`config.mk`:
```
export PLATFORM = sky130hd
export DESIGN_NAME = battery_adc_window_average_gauge_flat
export DESIGN_NICKNAME = d
export VERILOG_FILES = /design/src/rtl/bagauge_pkg.sv /design/src/rtl/bagauge_if.sv /design/src/rtl/battery_adc_window_average_gauge.sv /design/src/rtl/bagauge_div.sv /design/src/flat_wrapper.sv
export SDC_FILE = /design/constraint.sdc
export NUM_CORES = 1
export LEC_CHECK = 0
export BUFFER_PORTS_ARGS = -buffer_cell sky130_fd_sc_hd__buf_2
export CORE_MARGIN = 5
export CORE_UTILIZATION = 35
export CTS_CLUSTER_SIZE = 28
export DETAILED_ROUTE_END_ITERATION = 10
export GPL_ROUTABILITY_DRIVEN = 0
export MAX_ROUTING_LAYER = met4
export PLACE_DENSITY = 0.47
export RECOVER_POWER = 50
export SLEW_MARGIN = 20
export SYNTH_ARGS = -nofsm -noshare
export SYNTH_HDL_FRONTEND = slang
export SYNTH_SLANG_ARGS = --single-unit
```
`constraint.sdc`:
```
create_clock -name clk_i -period 7.4 [get_ports clk_i]
set_input_delay 1.11 -clock clk_i [delete_from_list [all_inputs] [get_ports clk_i]]
set_output_delay 1.11 -clock clk_i [all_outputs]
set_load 0.01 [all_outputs]
```
`src/rtl/bagauge_pkg.sv`:
```
// ----------------------------------------------------------------------------
// bagauge_pkg
// Shared widths, register indexes and constants for the battery gauge.
// ----------------------------------------------------------------------------
package bagauge_pkg;

  localparam int unsigned ADC_BITS_DEF = 12;
  localparam int unsigned SAMPLE_W     = 12;
  localparam int unsigned VOLT_W       = 8;
  localparam int unsigned PCT_W        = 7;
  localparam int unsigned TICK_W       = 8;
  localparam int unsigned WINDOW_W     = 16;
  localparam int unsigned CFG_IDX_W    = 2;
  localparam int unsigned CFG_DATA_W   = 16;

  localparam int unsigned SUM_W        = 28;
  localparam int unsigned CNT_W        = 16;
  localparam int unsigned ELAPSED_W    = 17;
  localparam int unsigned ACC_SMP_W    = 16;

  localparam int unsigned DIV_W        = 28;
  localparam int unsigned DVS_W        = 16;

  localparam logic [CFG_IDX_W-1:0] CFG_FULL_SCALE = 2'd0;
  localparam logic [CFG_IDX_W-1:0] CFG_TICK       = 2'd1;
  localparam logic [CFG_IDX_W-1:0] CFG_WINDOW     = 2'd2;

  localparam logic [VOLT_W-1:0]   FULL_SCALE_RST = 8'd255;
  localparam logic [TICK_W-1:0]   TICK_RST       = 8'd10;
  localparam logic [WINDOW_W-1:0] WINDOW_RST     = 16'd1000;

  localparam logic [DIV_W-1:0] PCT_SCALE      = 28'd100;
  localparam logic [DIV_W-1:0] PCT_FULL_LIMIT = 28'd98;
  localparam logic [PCT_W-1:0] PCT_FULL       = 7'd100;

endpackage

```
`src/rtl/bagauge_if.sv`:
```
// ----------------------------------------------------------------------------
// bagauge_if
// Valid/ready channels of the battery gauge: sample, result and config write.
// ----------------------------------------------------------------------------
interface bagauge_in_if import bagauge_pkg::*; ();
  logic                valid;
  logic                ready;
  logic [SAMPLE_W-1:0] adc_sample;

  modport source (output valid, output adc_sample, input ready);
  modport sink   (input valid, input adc_sample, output ready);
endinterface

interface bagauge_out_if import bagauge_pkg::*; ();
  logic              valid;
  logic              ready;
  logic [VOLT_W-1:0] battery_voltage;
  logic [PCT_W-1:0]  charge_percent;

  modport source (output valid, output battery_voltage, output charge_percent, input ready);
  modport sink   (input valid, input battery_voltage, input charge_percent, output ready);
endinterface

interface bagauge_cfg_if import bagauge_pkg::*; ();
  logic                  valid;
  logic                  ready;
  logic [CFG_IDX_W-1:0]  index;
  logic [CFG_DATA_W-1:0] data;

  modport source (output valid, output index, output data, input ready);
  modport sink   (input valid, input index, input data, output ready);
endinterface

```
`src/rtl/battery_adc_window_average_gauge.sv`:
```
// ----------------------------------------------------------------------------
// battery_adc_window_average_gauge
// Boxcar average of battery ADC samples, reported as voltage and charge.
// ----------------------------------------------------------------------------
// Each accepted sample is summed, counted and advances elapsed time by the
// tick period; the block is ready again on the next cycle. The
// sample that closes the window starts the report sequence: sum/count and
// voltage*100/full_scale each run through one shared 28-step serial divider,
// with one multiply between them, so no new sample is taken until the result
// is loaded into the output register, which waits while an earlier result
// still sits there. The result sits in an output register, so a stalled result
// does not hold up new samples until another window closes.
// Config writes are always taken and should be made only while idle.
module battery_adc_window_average_gauge import bagauge_pkg::*; #(
  parameter int unsigned ADC_BITS = ADC_BITS_DEF
) (
  input  logic          clk_i,
  input  logic          rst_ni,
  bagauge_cfg_if.sink   cfg_i,
  bagauge_in_if.sink    in_i,
  bagauge_out_if.source out_o
);

  localparam logic [ACC_SMP_W-1:0] SampleMask = ACC_SMP_W'((32'd1 << ADC_BITS) - 1);
  localparam int unsigned ProdW = DIV_W + VOLT_W;

  localparam logic [2:0] ST_IDLE = 3'd0;
  localparam logic [2:0] ST_AVG  = 3'd1;
  localparam logic [2:0] ST_PCT  = 3'd2;
  localparam logic [2:0] ST_WAIT = 3'd3;
  localparam logic [2:0] ST_DONE = 3'd4;

  logic [2:0] state_q, state_d;

  logic [VOLT_W-1:0]   fsv_q;
  logic [TICK_W-1:0]   tick_q;
  logic [WINDOW_W-1:0] win_q;

  logic [SUM_W-1:0]     sum_q, sum_d;
  logic [CNT_W-1:0]     cnt_q, cnt_d;
  logic [ELAPSED_W-1:0] el_q, el_d;

  logic [ACC_SMP_W-1:0] sample;
  logic [SUM_W:0]       sum_add;
  logic [SUM_W-1:0]     sum_sat;
  logic [CNT_W-1:0]     cnt_sat;
  logic [ELAPSED_W:0]   el_add;
  logic [ELAPSED_W-1:0] el_sat;
  logic                 win_hit;
  logic                 in_acc;

  logic             div_start;
  logic [DIV_W-1:0] div_dividend;
  logic [DVS_W-1:0] div_divisor;
  logic             div_done;
  logic [DIV_W-1:0] div_quot;

  logic [ProdW-1:0]  prod_q;
  logic [VOLT_W-1:0] volt;
  logic [VOLT_W-1:0] volt_q;
  logic [PCT_W-1:0]  pct_calc;
  logic [PCT_W-1:0]  pct_q;

  logic              out_valid_q, out_valid_d;
  logic [VOLT_W-1:0] out_volt_q;
  logic [PCT_W-1:0]  out_pct_q;
  logic              out_load;

  // config
  assign cfg_i.ready = 1'b1;

  always_ff @(posedge clk_i or negedge rst_ni) begin
    if (!rst_ni) begin
      fsv_q  <= FULL_SCALE_RST;
      tick_q <= TICK_RST;
      win_q  <= WINDOW_RST;
    end else if (cfg_i.valid) begin
      case (cfg_i.index)
        CFG_FULL_SCALE: fsv_q  <= cfg_i.data[VOLT_W-1:0];
        CFG_TICK:       tick_q <= cfg_i.data[TICK_W-1:0];
        CFG_WINDOW:     win_q  <= cfg_i.data[WINDOW_W-1:0];
        default: ;
      endcase
    end
  end

  // accumulators
  assign in_i.ready = (state_q == ST_IDLE);
  assign in_acc     = in_i.valid && in_i.ready;

  always_comb begin
    sample  = ACC_SMP_W'(in_i.adc_sample) & SampleMask;
    sum_add = {1'b0, sum_q} + (SUM_W + 1)'(sample);
    sum_sat = sum_add[SUM_W] ? '1 : sum_add[SUM_W-1:0];
    cnt_sat = (cnt_q == '1) ? cnt_q : cnt_q + 1'b1;
    el_add  = {1'b0, el_q} + (ELAPSED_W + 1)'(tick_q);
    el_sat  = el_add[ELAPSED_W] ? '1 : el_add[ELAPSED_W-1:0];
    win_hit = el_sat >= ELAPSED_W'(win_q);
  end

  always_comb begin
    sum_d = sum_q;
    cnt_d = cnt_q;
    el_d  = el_q;
    if (in_acc) begin
      if (win_hit) begin
        sum_d = '0;
        cnt_d = '0;
        el_d  = '0;
      end else begin
        sum_d = sum_sat;
        cnt_d = cnt_sat;
        el_d  = el_sat;
      end
    end
  end

  always_ff @(posedge clk_i or negedge rst_ni) begin
    if (!rst_ni) begin
      sum_q <= '0;
      cnt_q <= '0;
      el_q  <= '0;
    end else begin
      sum_q <= sum_d;
      cnt_q <= cnt_d;
      el_q  <= el_d;
    end
  end

  // shared divider
  assign volt = prod_q[ADC_BITS +: VOLT_W];

  always_comb begin
    div_start    = 1'b0;
    div_dividend = DIV_W'(sum_sat);
    div_divisor  = DVS_W'(cnt_sat);
    if (state_q == ST_IDLE) begin
      div_start = in_acc && win_hit;
    end else if (state_q == ST_PCT) begin
      div_start    = 1'b1;
      div_dividend = DIV_W'(volt) * PCT_SCALE;
      div_divisor  = DVS_W'(fsv_q);
    end
  end

  bagauge_div u_div (
    .clk_i      (clk_i),
    .rst_ni     (rst_ni),
    .start_i    (div_start),
    .dividend_i (div_dividend),
    .divisor_i  (div_divisor),
    .done_o     (div_done),
    .quotient_o (div_quot)
  );

  always_comb begin
    if (fsv_q == '0) begin
      pct_calc = '0;
    end else if (div_quot >= PCT_FULL_LIMIT) begin
      pct_calc = PCT_FULL;
    end else begin
      pct_calc = div_quot[PCT_W-1:0];
    end
  end

  // sequencer
  assign out_load = (state_q == ST_DONE) && (!out_valid_q || out_o.ready);

  always_comb begin
    state_d = state_q;
    case (state_q)
      ST_IDLE: if (in_acc && win_hit) state_d = ST_AVG;
      ST_AVG:  if (div_done) state_d = ST_PCT;
      ST_PCT:  state_d = ST_WAIT;
      ST_WAIT: if (div_done) state_d = ST_DONE;
      ST_DONE: if (out_load) state_d = ST_IDLE;
      default: state_d = ST_IDLE;
    endcase
  end

  always_ff @(posedge clk_i or negedge rst_ni) begin
    if (!rst_ni) begin
      state_q <= ST_IDLE;
    end else begin
      state_q <= state_d;
    end
  end

  always_ff @(posedge clk_i) begin
    if (state_q == ST_AVG && div_done) begin
      prod_q <= ProdW'(div_quot) * ProdW'(fsv_q);
    end
    if (state_q == ST_PCT) begin
      volt_q <= volt;
    end
    if (state_q == ST_WAIT && div_done) begin
      pct_q <= pct_calc;
    end
  end

  // output register
  always_comb begin
    out_valid_d = out_valid_q;
    if (out_load) begin
      out_valid_d = 1'b1;
    end else if (out_o.ready) begin
      out_valid_d = 1'b0;
    end
  end

  always_ff @(posedge clk_i or negedge rst_ni) begin
    if (!rst_ni) begin
      out_valid_q <= 1'b0;
    end else begin
      out_valid_q <= out_valid_d;
    end
  end

  always_ff @(posedge clk_i) begin
    if (out_load) begin
      out_volt_q <= volt_q;
      out_pct_q  <= pct_q;
    end
  end

  assign out_o.valid           = out_valid_q;
  assign out_o.battery_voltage = out_volt_q;
  assign out_o.charge_percent  = out_pct_q;

endmodule

```
`src/rtl/bagauge_div.sv`:
```
// ----------------------------------------------------------------------------
// bagauge_div
// Radix-2 restoring divider, one quotient bit per cycle.
// ----------------------------------------------------------------------------
module bagauge_div import bagauge_pkg::*; (
  input  logic             clk_i,
  input  logic             rst_ni,
  input  logic             start_i,
  input  logic [DIV_W-1:0] dividend_i,
  input  logic [DVS_W-1:0] divisor_i,
  output logic             done_o,
  output logic [DIV_W-1:0] quotient_o
);

  localparam int unsigned CntW = $clog2(DIV_W);
  localparam logic [CntW-1:0] LastStep = CntW'(DIV_W - 1);

  logic            busy_q, busy_d;
  logic            done_q, done_d;
  logic [CntW-1:0] cnt_q, cnt_d;
  logic [DIV_W-1:0] quo_q, quo_d;
  logic [DVS_W-1:0] rem_q, rem_d;
  logic [DVS_W-1:0] dvs_q;
  logic [DVS_W:0]   shifted;
  logic [DVS_W:0]   diff;
  logic             ge;

  always_comb begin
    shifted = {rem_q, quo_q[DIV_W-1]};
    diff    = shifted - {1'b0, dvs_q};
    ge      = shifted >= {1'b0, dvs_q};
    rem_d   = ge ? diff[DVS_W-1:0] : shifted[DVS_W-1:0];
    quo_d   = {quo_q[DIV_W-2:0], ge};
  end

  always_comb begin
    busy_d = busy_q;
    cnt_d  = cnt_q;
    done_d = 1'b0;
    if (start_i) begin
      busy_d = 1'b1;
      cnt_d  = '0;
    end else if (busy_q) begin
      cnt_d = cnt_q + 1'b1;
      if (cnt_q == LastStep) begin
        busy_d = 1'b0;
        done_d = 1'b1;
      end
    end
  end

  always_ff @(posedge clk_i or negedge rst_ni) begin
    if (!rst_ni) begin
      busy_q <= 1'b0;
      done_q <= 1'b0;
      cnt_q  <= '0;
    end else begin
      busy_q <= busy_d;
      done_q <= done_d;
      cnt_q  <= cnt_d;
    end
  end

  always_ff @(posedge clk_i) begin
    if (start_i) begin
      quo_q <= dividend_i;
      rem_q <= '0;
      dvs_q <= divisor_i;
    end else if (busy_q) begin
      quo_q <= quo_d;
      rem_q <= rem_d;
    end
  end

  assign done_o     = done_q;
  assign quotient_o = quo_q;

endmodule

```
`src/flat_wrapper.sv`:
```
// flat-port wrapper written by rule: the top's interface ports become plain ports
module battery_adc_window_average_gauge_flat import bagauge_pkg::*;
#(
  parameter int unsigned ADC_BITS = ADC_BITS_DEF
)
  (clk_i, rst_ni, cfg_i_valid, cfg_i_index, cfg_i_data, cfg_i_ready, in_i_valid, in_i_adc_sample, in_i_ready, out_o_valid, out_o_battery_voltage, out_o_charge_percent, out_o_ready);
  bagauge_cfg_if cfg_i_i ();
  bagauge_in_if in_i_i ();
  bagauge_out_if out_o_i ();
  input  logic clk_i;
  input  logic rst_ni;
  input wire logic [$bits(cfg_i_i.valid)-1:0] cfg_i_valid;
  input wire logic [$bits(cfg_i_i.index)-1:0] cfg_i_index;
  input wire logic [$bits(cfg_i_i.data)-1:0] cfg_i_data;
  output wire logic [$bits(cfg_i_i.ready)-1:0] cfg_i_ready;
  input wire logic [$bits(in_i_i.valid)-1:0] in_i_valid;
  input wire logic [$bits(in_i_i.adc_sample)-1:0] in_i_adc_sample;
  output wire logic [$bits(in_i_i.ready)-1:0] in_i_ready;
  output wire logic [$bits(out_o_i.valid)-1:0] out_o_valid;
  output wire logic [$bits(out_o_i.battery_voltage)-1:0] out_o_battery_voltage;
  output wire logic [$bits(out_o_i.charge_percent)-1:0] out_o_charge_percent;
  input wire logic [$bits(out_o_i.ready)-1:0] out_o_ready;
  assign cfg_i_i.valid = cfg_i_valid;
  assign cfg_i_i.index = cfg_i_index;
  assign cfg_i_i.data = cfg_i_data;
  assign cfg_i_ready = cfg_i_i.ready;
  assign in_i_i.valid = in_i_valid;
  assign in_i_i.adc_sample = in_i_adc_sample;
  assign in_i_ready = in_i_i.ready;
  assign out_o_valid = out_o_i.valid;
  assign out_o_battery_voltage = out_o_i.battery_voltage;
  assign out_o_charge_percent = out_o_i.charge_percent;
  assign out_o_i.ready = out_o_ready;
  battery_adc_window_average_gauge #(.ADC_BITS(ADC_BITS)) u_core (.clk_i(clk_i), .rst_ni(rst_ni), .cfg_i(cfg_i_i), .in_i(in_i_i), .out_o(out_o_i));
endmodule
```
**Yosys cells after proc, flatten, opt, wreduce, memory -nomap -nowiden**

Index checks and enable logic that the tools add are counted.
Widths: inputs -> output; s select.

- Register bits after elaboration: 214
- Bits of input ports: 35
- Output and inout bits: 18
- Logic and storage cells: 90

- $add $sub $neg: 5
- $mul: 2
- Magnitude comparators: 3
- Equal/unequal tests: 12
- Multiplexer cells: 31
- Reductions and logical operators: 17

Operators with widths:

| kind | number |
|---|---|
| $mux 28 | 6 |
| $mux 16 | 5 |
| $ge 17x16->1 | 2 |
| $mux 17 | 2 |
| $add 28x12->29 | 1 |
| $ge 28x7->1 const B | 1 |
| $mul 28x8->20 | 1 |
| $add 17x8->18 | 1 |
| $add 16x1->16 const B | 1 |
| $eq 16x16->1 const B | 1 |
| $sub 16x16->16 | 1 |
| $pmux 3 s5 | 1 |
| $mul 8x5->13 const B | 1 |
| $mux 3 | 4 |
| $mux 1 | 10 |
| $mux 5 | 2 |
| $logic_not 8->1 | 1 |
| $mux 7 | 1 |
| $eq 3x2->1 const B | 2 |
| $ne 2x2->1 const B | 3 |
| $reduce_and 2->1 | 3 |
| $add 5x1->5 const B | 1 |
| $eq 5x5->1 const B | 1 |
| $logic_and 1x1->1 | 5 |
| other kinds (12) | 13 |

**Logic depth before layout (Yosys ltp)**

Gate-level depths: netlist of the first run.

- Depth after elaboration: 6
- Gate-level depth with buffers: 20
- Depth with buffers taken out: 18

**Modules after synthesis**

Synthesis of the first run repeated with hierarchy kept, for this count alone.

- Cell total of the unflattened synthesis: 1,578
- Area total of the unflattened synthesis: 15,516.1 um2

Modules (own cells, without submodules):

| module | times used | cells each | area an instance (um2) | sequential area each (um2) |
|---|---|---|---|---|
| battery_adc_window_average_gauge | 1 | 1,269 | 11,898.9 | 3,588.4 |
| bagauge_div | 1 | 309 | 3,617.2 | 1,816.7 |

**Least setup slack after synthesis of the first run**

Ideal clock, no wire load.

- Kind: reg2reg
- Start point: reg u_core.fsv_q[2]
- End point: reg u_core.prod_q[19], data pin
- Setup time: 0.260 ns
- Data arrival time: 4.939 ns
- Required time: 7.140 ns
- Path slack: 2.201 ns
- Cell stages (with the launch flop): 19
- Buffers on the path: 2
- Period minus slack after synthesis: 5.199 ns
- Cells stage by stage: dfstp_2 > clkbuf_1 > clkbuf_1 > and2_1 > fa_1 > inv_1 > fa_1 > fa_1 > inv_1 > fa_1 > ha_1 > a211oi_1 > o21bai_1 > a221o_1 > a211oi_1 > o21ai_0 > a31o_2 > a21oi_1 > xnor2_1

- Cells in the longest elaborated chain, start to end: 1

Ends and longest elaborated chain:

| item | line | RTL |
|---|---|---|
| start: declaration | battery_adc_window_average_gauge.sv:35 | `logic [VOLT_W-1:0] fsv_q;` |
| start signal: assignment | battery_adc_window_average_gauge.sv:79 | `CFG_FULL_SCALE: fsv_q <= cfg_i.data[VOLT_W-1:0];` |
| $mul 28x8->20 | battery_adc_window_average_gauge.sv:191 | `prod_q <= ProdW'(div_quot) * ProdW'(fsv_q);` |
| end signal: assignment | battery_adc_window_average_gauge.sv:191 |  |
| end: declaration | battery_adc_window_average_gauge.sv:58 | `logic [ProdW-1:0] prod_q;` |

Every way passes these cells.
A chain may end at the register's enable or synchronous reset.

**Final worst setup path of the first run**

Same ends and word-level chain as after synthesis.

==> impl_results.rst, run 1 <==
.. list-table::
   :header-rows: 1

   * - Metric
     - Value
   * - Worst setup skew after layout
     - approximately 13 ps
   * - Area share of the largest cell type after synthesis
     - 16.0%
   * - Htree depth
     - 1
   * - Initial Util
     - 35.6%
   * - Number of top-level design ports
     - between 50 and 60
   * - Number of clock sinks seen by CTS
     - just over 200
   * - Number of antenna-violating nets in the routed design
     - 0
   * - Final layout net count
     - about 1,900
   * - Number of global-route vias before repair
     - about 12,000
   * - Critical register-to-register path endpoint
     - u_core.prod_q[19]$_DFFE_PP_
   * - Wirelength, routed
     - about 39,000 um
   * - Avg Cell Area, Syn
     - 9.49 um^2
   * - Largest net degree at the start of global routing
     - 74
   * - Flip-flop and latch count after synthesis
     - 202
   * - Portion of the clock cycle consumed by the worst path in the final layout
     - 73.5%
   * - First-pass GRT wire length
     - between 60,000 and 70,000 um
   * - Initial antenna violation count
     - 0
   * - WHS Path Cells
     - 0
   * - R2R cell count
     - 16
   * - Setup repair after global routing missed its margin
     - no
   * - Number of gates given a new drive strength after cts
     - 0
   * - Actual slew at the worst max-slew pin
     - about 3100 ps
   * - Count of hold buffers inserted by post-cts repair
     - 0
   * - Number of iterations in the first detailed-routing pass
     - 5
   * - P&R area growth vs syn
     - 10.9%
   * - Fraction of final layout cells sized beyond drive strength 1
     - between 10% and 20%
   * - Antenna diodes
     - 0
   * - Std cell rows
     - 76
   * - Residual DRC
     - 0
   * - Total via count after detailed routing
     - 11,395
   * - Kind of launch point of the worst setup path
     - flip-flop
   * - Ys async rst share
     - 51.5%
   * - Combined area of all synthesized cells
     - 0.0154 mm^2
   * - Crit Path Class
     - reg2reg
   * - FF+latch area
     - approximately 0.0054 mm^2
   * - Synth top area cells
     - sky130_fd_sc_hd__edfxtp_1 (16%), sky130_fd_sc_hd__dfrtp_1 (14%), sky130_fd_sc_hd__fa_1 (12%)
   * - Height of the die
     - roughly 220 um
   * - Post-route setup TNS
     - 0 ps
   * - Final slew viol count
     - 131
   * - Total overflow reported by the global router
     - 0
   * - Most frequent standard cell in the layout excluding fill and tap cells
     - sky130_fd_sc_hd__nand2_1
   * - Horizontal die dimension
     - 220 um
   * - Number of buffers added by the clock tree synthesis step
     - 26
   * - Clk Latency, worst-skew pair
     - ~550 ps
   * - Routed len/inst
     - 17.4 um
   * - Filler instances
     - between 4,000 and 5,000
   * - Placeable core region
     - 0.0433 mm^2
   * - Worst setup margin
     - approximately 2000 ps
   * - Worst EP required
     - about 7700 ps
   * - Average vias per placed instance
     - just over 5
   * - Largest driver fanout on the critical path
     - 21
   * - Ys Warns
     - 0
   * - TritonCTS clock tree
     - built
   * - Hold worst-path end
     - u_core.out_o.battery_voltage[7]$_DFFE_PP_
   * - Number of buffers between clock root and the deepest sink
     - 3
   * - Type of the most critical hold path
     - reg2reg
   * - Final core utilization
     - around two fifths
   * - Number of unique standard cell types used by synthesis
     - 72
   * - Cells after Synth
     - 1,622
   * - Maximum clock rate
     - 184 MHz
   * - FF-to-FF Start
     - u_core.fsv_q[2]$_DFFE_PN1P_
   * - Placed wire-length estimate after detailed placement
     - 28,600 um
   * - Cell type contributing the most total cell area after synthesis
     - sky130_fd_sc_hd__edfxtp_1
   * - Area of combinational cells with multiple inputs
     - 0.00913 mm^2
   * - Failing checks
     - max-capacitance violations, max-slew violations
   * - Share of the yosys chip area belonging to registers
     - 35.1%
   * - Mapped Nets
     - 1,854
   * - Most instantiated flip-flop cell in the synthesis netlist
     - sky130_fd_sc_hd__dfrtp_1
   * - Commonest non-fill, non-tap cells in the layout
     - sky130_fd_sc_hd__nand2_1 (186), sky130_fd_sc_hd__inv_1 (151), sky130_fd_sc_hd__nor2_1 (108), sky130_fd_sc_hd__ha_1 (108), sky130_fd_sc_hd__a21oi_1 (90)
   * - Total Die Area
     - approximately 0.048 mm^2
   * - Clock slew at reported path FFs
     - about 60 ps
   * - Number of failing hold endpoints at the final stage
     - 0
   * - Final setup vio count
     - 0
   * - Status
     - complete, but fails checks
   * - Setup slack, reg-to-reg
     - between 1500 and 2000 ps
   * - Post-CTS setup repair buffer count
     - 0
   * - Worst slack, placed
     - ~1900 ps
   * - EDFF count, synth
     - between 80 and 90
   * - GRT Overall Usage
     - 16.8%
   * - Number of max-capacitance violations reported
     - 3
   * - First DRT Iteration DRCs
     - 558
   * - Hold path startpoint
     - u_core.volt_q[7]$_DFFE_PP_
   * - Total of buffers placed on input and output ports
     - 51
   * - Tmin final
     - about 5400 ps
   * - Library cell used as clock root buffer
     - sky130_fd_sc_hd__clkbuf_16
   * - CP arrival
     - between 5000 and 6000 ps
   * - Critical path endpoint category
     - flip-flop
   * - Remaining max-slew budget at the tightest pin
     - -108%
through the flow:
step	std cells	instance area [um^2]	hold slack, ps
3_5_place_dp	2197	16200	405
6_report	2245	17100	418
2_1_floorplan	1622	15400	400
5_1_grt	2245	17100	427
3_3_place_gp	2197	16200	403
4_1_cts	2245	17100	418
final cells by class:
type / instances / area share [%]
Clock buffer: 32 / 3.94
Sequential cell: 202 / 31.7
Tap cell: 585 / 4.29
Multi-Input combinational cell: 1193 / 53.5
Inverter: 153 / 3.38
Timing Repair Buffer: 64 / 1.97
Clock inverter: 16 / 1.27
critical path, cell delays in order, from the launching register on:
cell and delay [ps]:
sky130_fd_sc_hd__dfstp_2 770, sky130_fd_sc_hd__and2_1 200, sky130_fd_sc_hd__fa_1 400, sky130_fd_sc_hd__inv_1 80
sky130_fd_sc_hd__fa_1 450, sky130_fd_sc_hd__fa_1 540, sky130_fd_sc_hd__inv_1 50, sky130_fd_sc_hd__fa_1 470
sky130_fd_sc_hd__ha_1 320, sky130_fd_sc_hd__a211oi_1 240, sky130_fd_sc_hd__o21bai_1 100, sky130_fd_sc_hd__a221o_1 340
sky130_fd_sc_hd__a211oi_1 430, sky130_fd_sc_hd__o21ai_0 230, sky130_fd_sc_hd__a31o_2 290, sky130_fd_sc_hd__a21oi_1 170
sky130_fd_sc_hd__xnor2_1 80
registers in the layout (all words and copies together), names as in the netlist, 7 cells and up:
name / flops
u_core.sum_q: 28
u_core.tick_q: 8
u_core.el_q: 17
u_core.u_div.rem_q: 16
u_core.volt_q: 8
u_core.cnt_q: 16
u_core.win_q: 16
u_core.pct_q: 7
u_core.fsv_q: 8
u_core.out_o.battery_voltage: 8
u_core.out_o.charge_percent: 7
u_core.u_div.quotient_o: 28
u_core.prod_q: 8
u_core.u_div.dvs_q: 16
layer usage:
layer  vias up  part of all wire (%)  global-route usage [%]
li1       5622                     -                       -
met1      5568                    50                    23.8
met2       161                    45                    26.1
met3        44                   3.7                    2.32
met4         0                   1.5                    3.14
met5         -                     0                       -
worst max path at each step:
| stage | from | end | depth (start not counted) |
|---|---|---|---|
| finish | u_core.fsv_q[2]$_DFFE_PN1P_ | u_core.prod_q[19]$_DFFE_PP_ | 16 |
| global route | u_core.fsv_q[3]$_DFFE_PN1P_ | u_core.prod_q[19]$_DFFE_PP_ | 16 |
| floorplan | u_core.fsv_q[2]$_DFFE_PN1P_ | u_core.prod_q[19]$_DFFE_PP_ | 18 |
| global placement | u_core.fsv_q[3]$_DFFE_PN1P_ | u_core.prod_q[19]$_DFFE_PP_ | 16 |
| detailed placement | u_core.fsv_q[3]$_DFFE_PN1P_ | u_core.prod_q[19]$_DFFE_PP_ | 16 |
| CTS | u_core.fsv_q[3]$_DFFE_PN1P_ | u_core.prod_q[19]$_DFFE_PP_ | 16 |
cells in the mapped netlist (all sizes together) (24+ instances only):
library cell    n
nand2         187
inv           152
ha            108
nor2          108
a21oi          91
fa             89
dfrtp          88
o21ai          83
edfxtp         82
and2           78
clkbuf         64
nand3          47
xnor2          47
mux2           39
nor3           35
xor2           26
and3           25
a211oi         24
logic make-up after synthesis:
group,after synthesis,synth area share [%]
DFF,202,35.1
adders and majority gates,197,20.4
AOI/OAI and AO/OA,306,12.8
muxes,58,4.19
buffers and inverters,227,5.75
other,1,0.0244
and+or+nand+nor,558,17.7
xor gates and xnor gates,73,4.15
Power of run 1 is left out: the tool's default activity adds up to more than one toggle a clock period on the data nets, which glitch-free logic cannot reach.
==> inputs of run 2 (changes only) <==
Clock period 7.4 ns to 5.6 ns, I/O delays scaled along.
==> run 2 against run 1 <==
  * The run still ends with max-capacitance violations, max-slew violations left
  * Critical path depth stayed put
  * Worst hold slack worse by 1.1 ps
  * First-iteration DRC count is 13% higher
  * Routed wire length is 2.8% higher
  * Fmax is 3.7% higher
  * Clock skew is 21 ps higher
  * Count of clock-buffer cells in the layout is 8 higher
  * Worst setup slack worse by 1600 ps
  * Cell count is 0.89% higher
  * Core utilization is 0.41 points higher
  * Cell area is 1.0% higher
  * Flip-flop and latch count stayed put
  * Critical endpoint unchanged
==> impl_results.rst, run 2 (synthesis results as in run 1) <==
.. list-table::
   :header-rows: 1

   * - Metric
     - Value
   * - First DRT Iteration DRCs
     - 630 (+13%)
   * - Crit Path Class
     - reg2reg
   * - Largest net degree at the start of global routing
     - 67 (-9.5%)
   * - Actual slew at the worst max-slew pin
     - 4020 ps (+903 ps)
   * - Tmin final
     - 5240 ps (-196 ps)
   * - Maximum clock rate
     - 191 MHz (+3.7%)
   * - Height of the die
     - 220 um (unchanged)
   * - Total Die Area
     - 0.0483 mm^2 (unchanged)
   * - R2R cell count
     - 16 (unchanged)
   * - Routed len/inst
     - 17.7 um (+1.9%)
   * - Number of buffers between clock root and the deepest sink
     - 3 (unchanged)
   * - Type of the most critical hold path
     - reg2reg
   * - Count of hold buffers inserted by post-cts repair
     - 0 (unchanged)
   * - Number of clock sinks seen by CTS
     - 202 (unchanged)
   * - Number of antenna-violating nets in the routed design
     - 0 (unchanged)
   * - Number of iterations in the first detailed-routing pass
     - 5 (unchanged)
   * - Remaining max-slew budget at the tightest pin
     - -168% (-60 points)
   * - Status
     - complete, but fails checks
   * - Endpoint of the most critical setup path
     - u_core.prod_q[19]$_DFFE_PP_
   * - Number of failing hold endpoints at the final stage
     - 0 (unchanged)
   * - Initial Util
     - 35.6% (unchanged)
   * - Number of top-level design ports
     - 53 (unchanged)
   * - P&R area growth vs syn
     - 12.0%
   * - Failing checks
     - max-capacitance violations, max-slew violations
   * - Kind of launch point of the worst setup path
     - flip-flop
   * - Initial antenna violation count
     - 1 (+1)
   * - Final setup vio count
     - 0 (unchanged)
   * - Final layout net count
     - 1,891 (+1.0%)
   * - Total overflow reported by the global router
     - 0 (unchanged)
   * - Critical path endpoint category
     - flip-flop
   * - Critical path origin
     - u_core.fsv_q[2]$_DFFE_PN1P_
   * - Critical register-to-register path endpoint
     - u_core.prod_q[19]$_DFFE_PP_
   * - Number of max-capacitance violations reported
     - 1 (-2)
   * - Total of buffers placed on input and output ports
     - 51 (unchanged)
   * - GRT Overall Usage
     - 17.2% (+0.44 points)
   * - Final slew viol count
     - 67 (-49%)
   * - Fraction of final layout cells sized beyond drive strength 1
     - 11.8% (+0.83 points)
   * - Most frequent standard cell in the layout excluding fill and tap cells
     - sky130_fd_sc_hd__nand2_1
   * - Placeable core region
     - 0.0433 mm^2 (unchanged)
   * - Horizontal die dimension
     - 220 um (unchanged)
   * - Number of buffers added by the clock tree synthesis step
     - 26 (unchanged)
   * - Number of global-route vias before repair
     - 11,726 (-0.49%)
   * - Commonest non-fill, non-tap cells in the layout
     - sky130_fd_sc_hd__nand2_1 (186), sky130_fd_sc_hd__inv_1 (151), sky130_fd_sc_hd__nor2_1 (108), sky130_fd_sc_hd__ha_1 (108), sky130_fd_sc_hd__a21oi_1 (90)
   * - Library cell used as clock root buffer
     - sky130_fd_sc_hd__clkbuf_16
   * - Placed wire-length estimate after detailed placement
     - 29,800 um (+4.0%)
   * - Total via count after detailed routing
     - 11,549 (+1.4%)
   * - Portion of the clock cycle consumed by the worst path in the final layout
     - 93.6% (+20 points)
   * - Wirelength, routed
     - 40,100 um (+2.8%)
   * - Clock slew at reported path FFs
     - 60 ps (about the same)
   * - Setup slack, reg-to-reg
     - 360 ps (-1600 ps)
   * - Setup repair after global routing missed its margin
     - no
   * - Largest driver fanout on the critical path
     - 15 (-29%)
   * - Htree depth
     - 1 (unchanged)
   * - Post-route setup TNS
     - 0 ps (unchanged)
   * - Average vias per placed instance
     - 5.10 (+0.46%)
   * - Worst setup margin
     - 357 ps (-1600 ps)
   * - CP arrival
     - 5520 ps (-200 ps)
   * - Std cell rows
     - 76 (unchanged)
   * - TritonCTS clock tree
     - built
   * - First-pass GRT wire length
     - 65,300 um (+2.3%)
   * - Clk Latency, worst-skew pair
     - 570 ps (+20 ps)
   * - Worst EP required
     - 5880 ps (-1800 ps)
   * - Worst slack, placed
     - 204 ps (-1710 ps)
   * - Filler instances
     - 4,345 (-0.28%)
   * - Worst setup skew after layout
     - 33.9 ps (+20.6 ps)
   * - FF-to-FF Start
     - u_core.fsv_q[2]$_DFFE_PN1P_
   * - Residual DRC
     - 0 (unchanged)
-- run 2: changes by cell type in the layout (fill, tap and decap cells not counted), sizes merged --
cell / previous run / this run
diode: 0 / 1
clkinv: 11 / 4
bufinv: 5 / 4
buf: 57 / 75
clkbuf: 39 / 48
-- run 2: layout make-up --
| type | count | area, um^2 | area share, % |
|---|---|---|---|
| multi-input combinational | 1193 | 9130 | 53.0 |
| tap | 585 | 732 | 4.24 |
| timing repair buffer | 83 | 517 | 3.00 |
| inverter | 153 | 577 | 3.34 |
| clock buffer | 40 | 723 | 4.19 |
| antenna | 1 | 2.50 | 0.0145 |
| sequential | 202 | 5410 | 31.4 |
| clock inverter | 8 | 154 | 0.892 |
-- run 2: critical path, cell delays in order (launching register included) --
cell and delay [ps]:
sky130_fd_sc_hd__dfstp_2 720, sky130_fd_sc_hd__and2_1 190, sky130_fd_sc_hd__fa_1 400, sky130_fd_sc_hd__inv_1 70, sky130_fd_sc_hd__fa_1 440, sky130_fd_sc_hd__fa_1 560
sky130_fd_sc_hd__inv_1 60, sky130_fd_sc_hd__fa_1 480, sky130_fd_sc_hd__ha_1 320, sky130_fd_sc_hd__a211oi_1 240, sky130_fd_sc_hd__o21bai_1 100, sky130_fd_sc_hd__a221o_1 350
sky130_fd_sc_hd__a211oi_2 310, sky130_fd_sc_hd__o21ai_0 180, sky130_fd_sc_hd__a31o_2 280, sky130_fd_sc_hd__a21oi_1 180, sky130_fd_sc_hd__xnor2_1 80
-- run 2: timing repair --
action	4_1_cts	5_1_grt
resized for setup	0	2
endpoints found under the setup margin	0	1
setup buffers	0	0
-- run 2: worst min-delay path by stage --
stage	cells past startpoint	to	startpoint	slack, ps
floorplan	0	u_core.out_o.battery_voltage[0]$_DFFE_PP_	u_core.volt_q[0]$_DFFE_PP_	400
global placement	0	u_core.out_o.battery_voltage[7]$_DFFE_PP_	u_core.volt_q[7]$_DFFE_PP_	400
detailed placement	0	u_core.out_o.battery_voltage[3]$_DFFE_PP_	u_core.volt_q[3]$_DFFE_PP_	410
CTS	0	u_core.out_o.battery_voltage[2]$_DFFE_PP_	u_core.volt_q[2]$_DFFE_PP_	420
global route	0	u_core.out_o.battery_voltage[2]$_DFFE_PP_	u_core.volt_q[2]$_DFFE_PP_	420
finish	0	u_core.out_o.battery_voltage[3]$_DFFE_PP_	u_core.volt_q[3]$_DFFE_PP_	420
-- run 2: layer usage --
| metal | part of all wire, % | global-route usage (%) | wire, um | vias up |
|---|---|---|---|---|
| met4 | 1.7 | 2.95 | 685 | 0 |
| met1 | 50 | 24.6 | 20100 | 5652 |
| met5 | 0 | - | 0 | - |
| met3 | 3.2 | 2.12 | 1270 | 57 |
| met2 | 45 | 26.9 | 18000 | 186 |
| li1 | - | - | - | 5654 |
-- run 2: stage by stage --
stage | hold slack, ps | cells | util [%] | area (um^2)
3_5_place_dp | 405 | 2216 | 37.9 | 16400
2_1_floorplan | 400 | 1622 | - | 15400
6_report | 417 | 2265 | 39.9 | 17200
5_1_grt | 423 | 2265 | 39.9 | 17200
4_1_cts | 419 | 2264 | 39.9 | 17300
3_3_place_gp | 401 | 2216 | 37.9 | 16400
Power of run 2 is left out for the same reason.
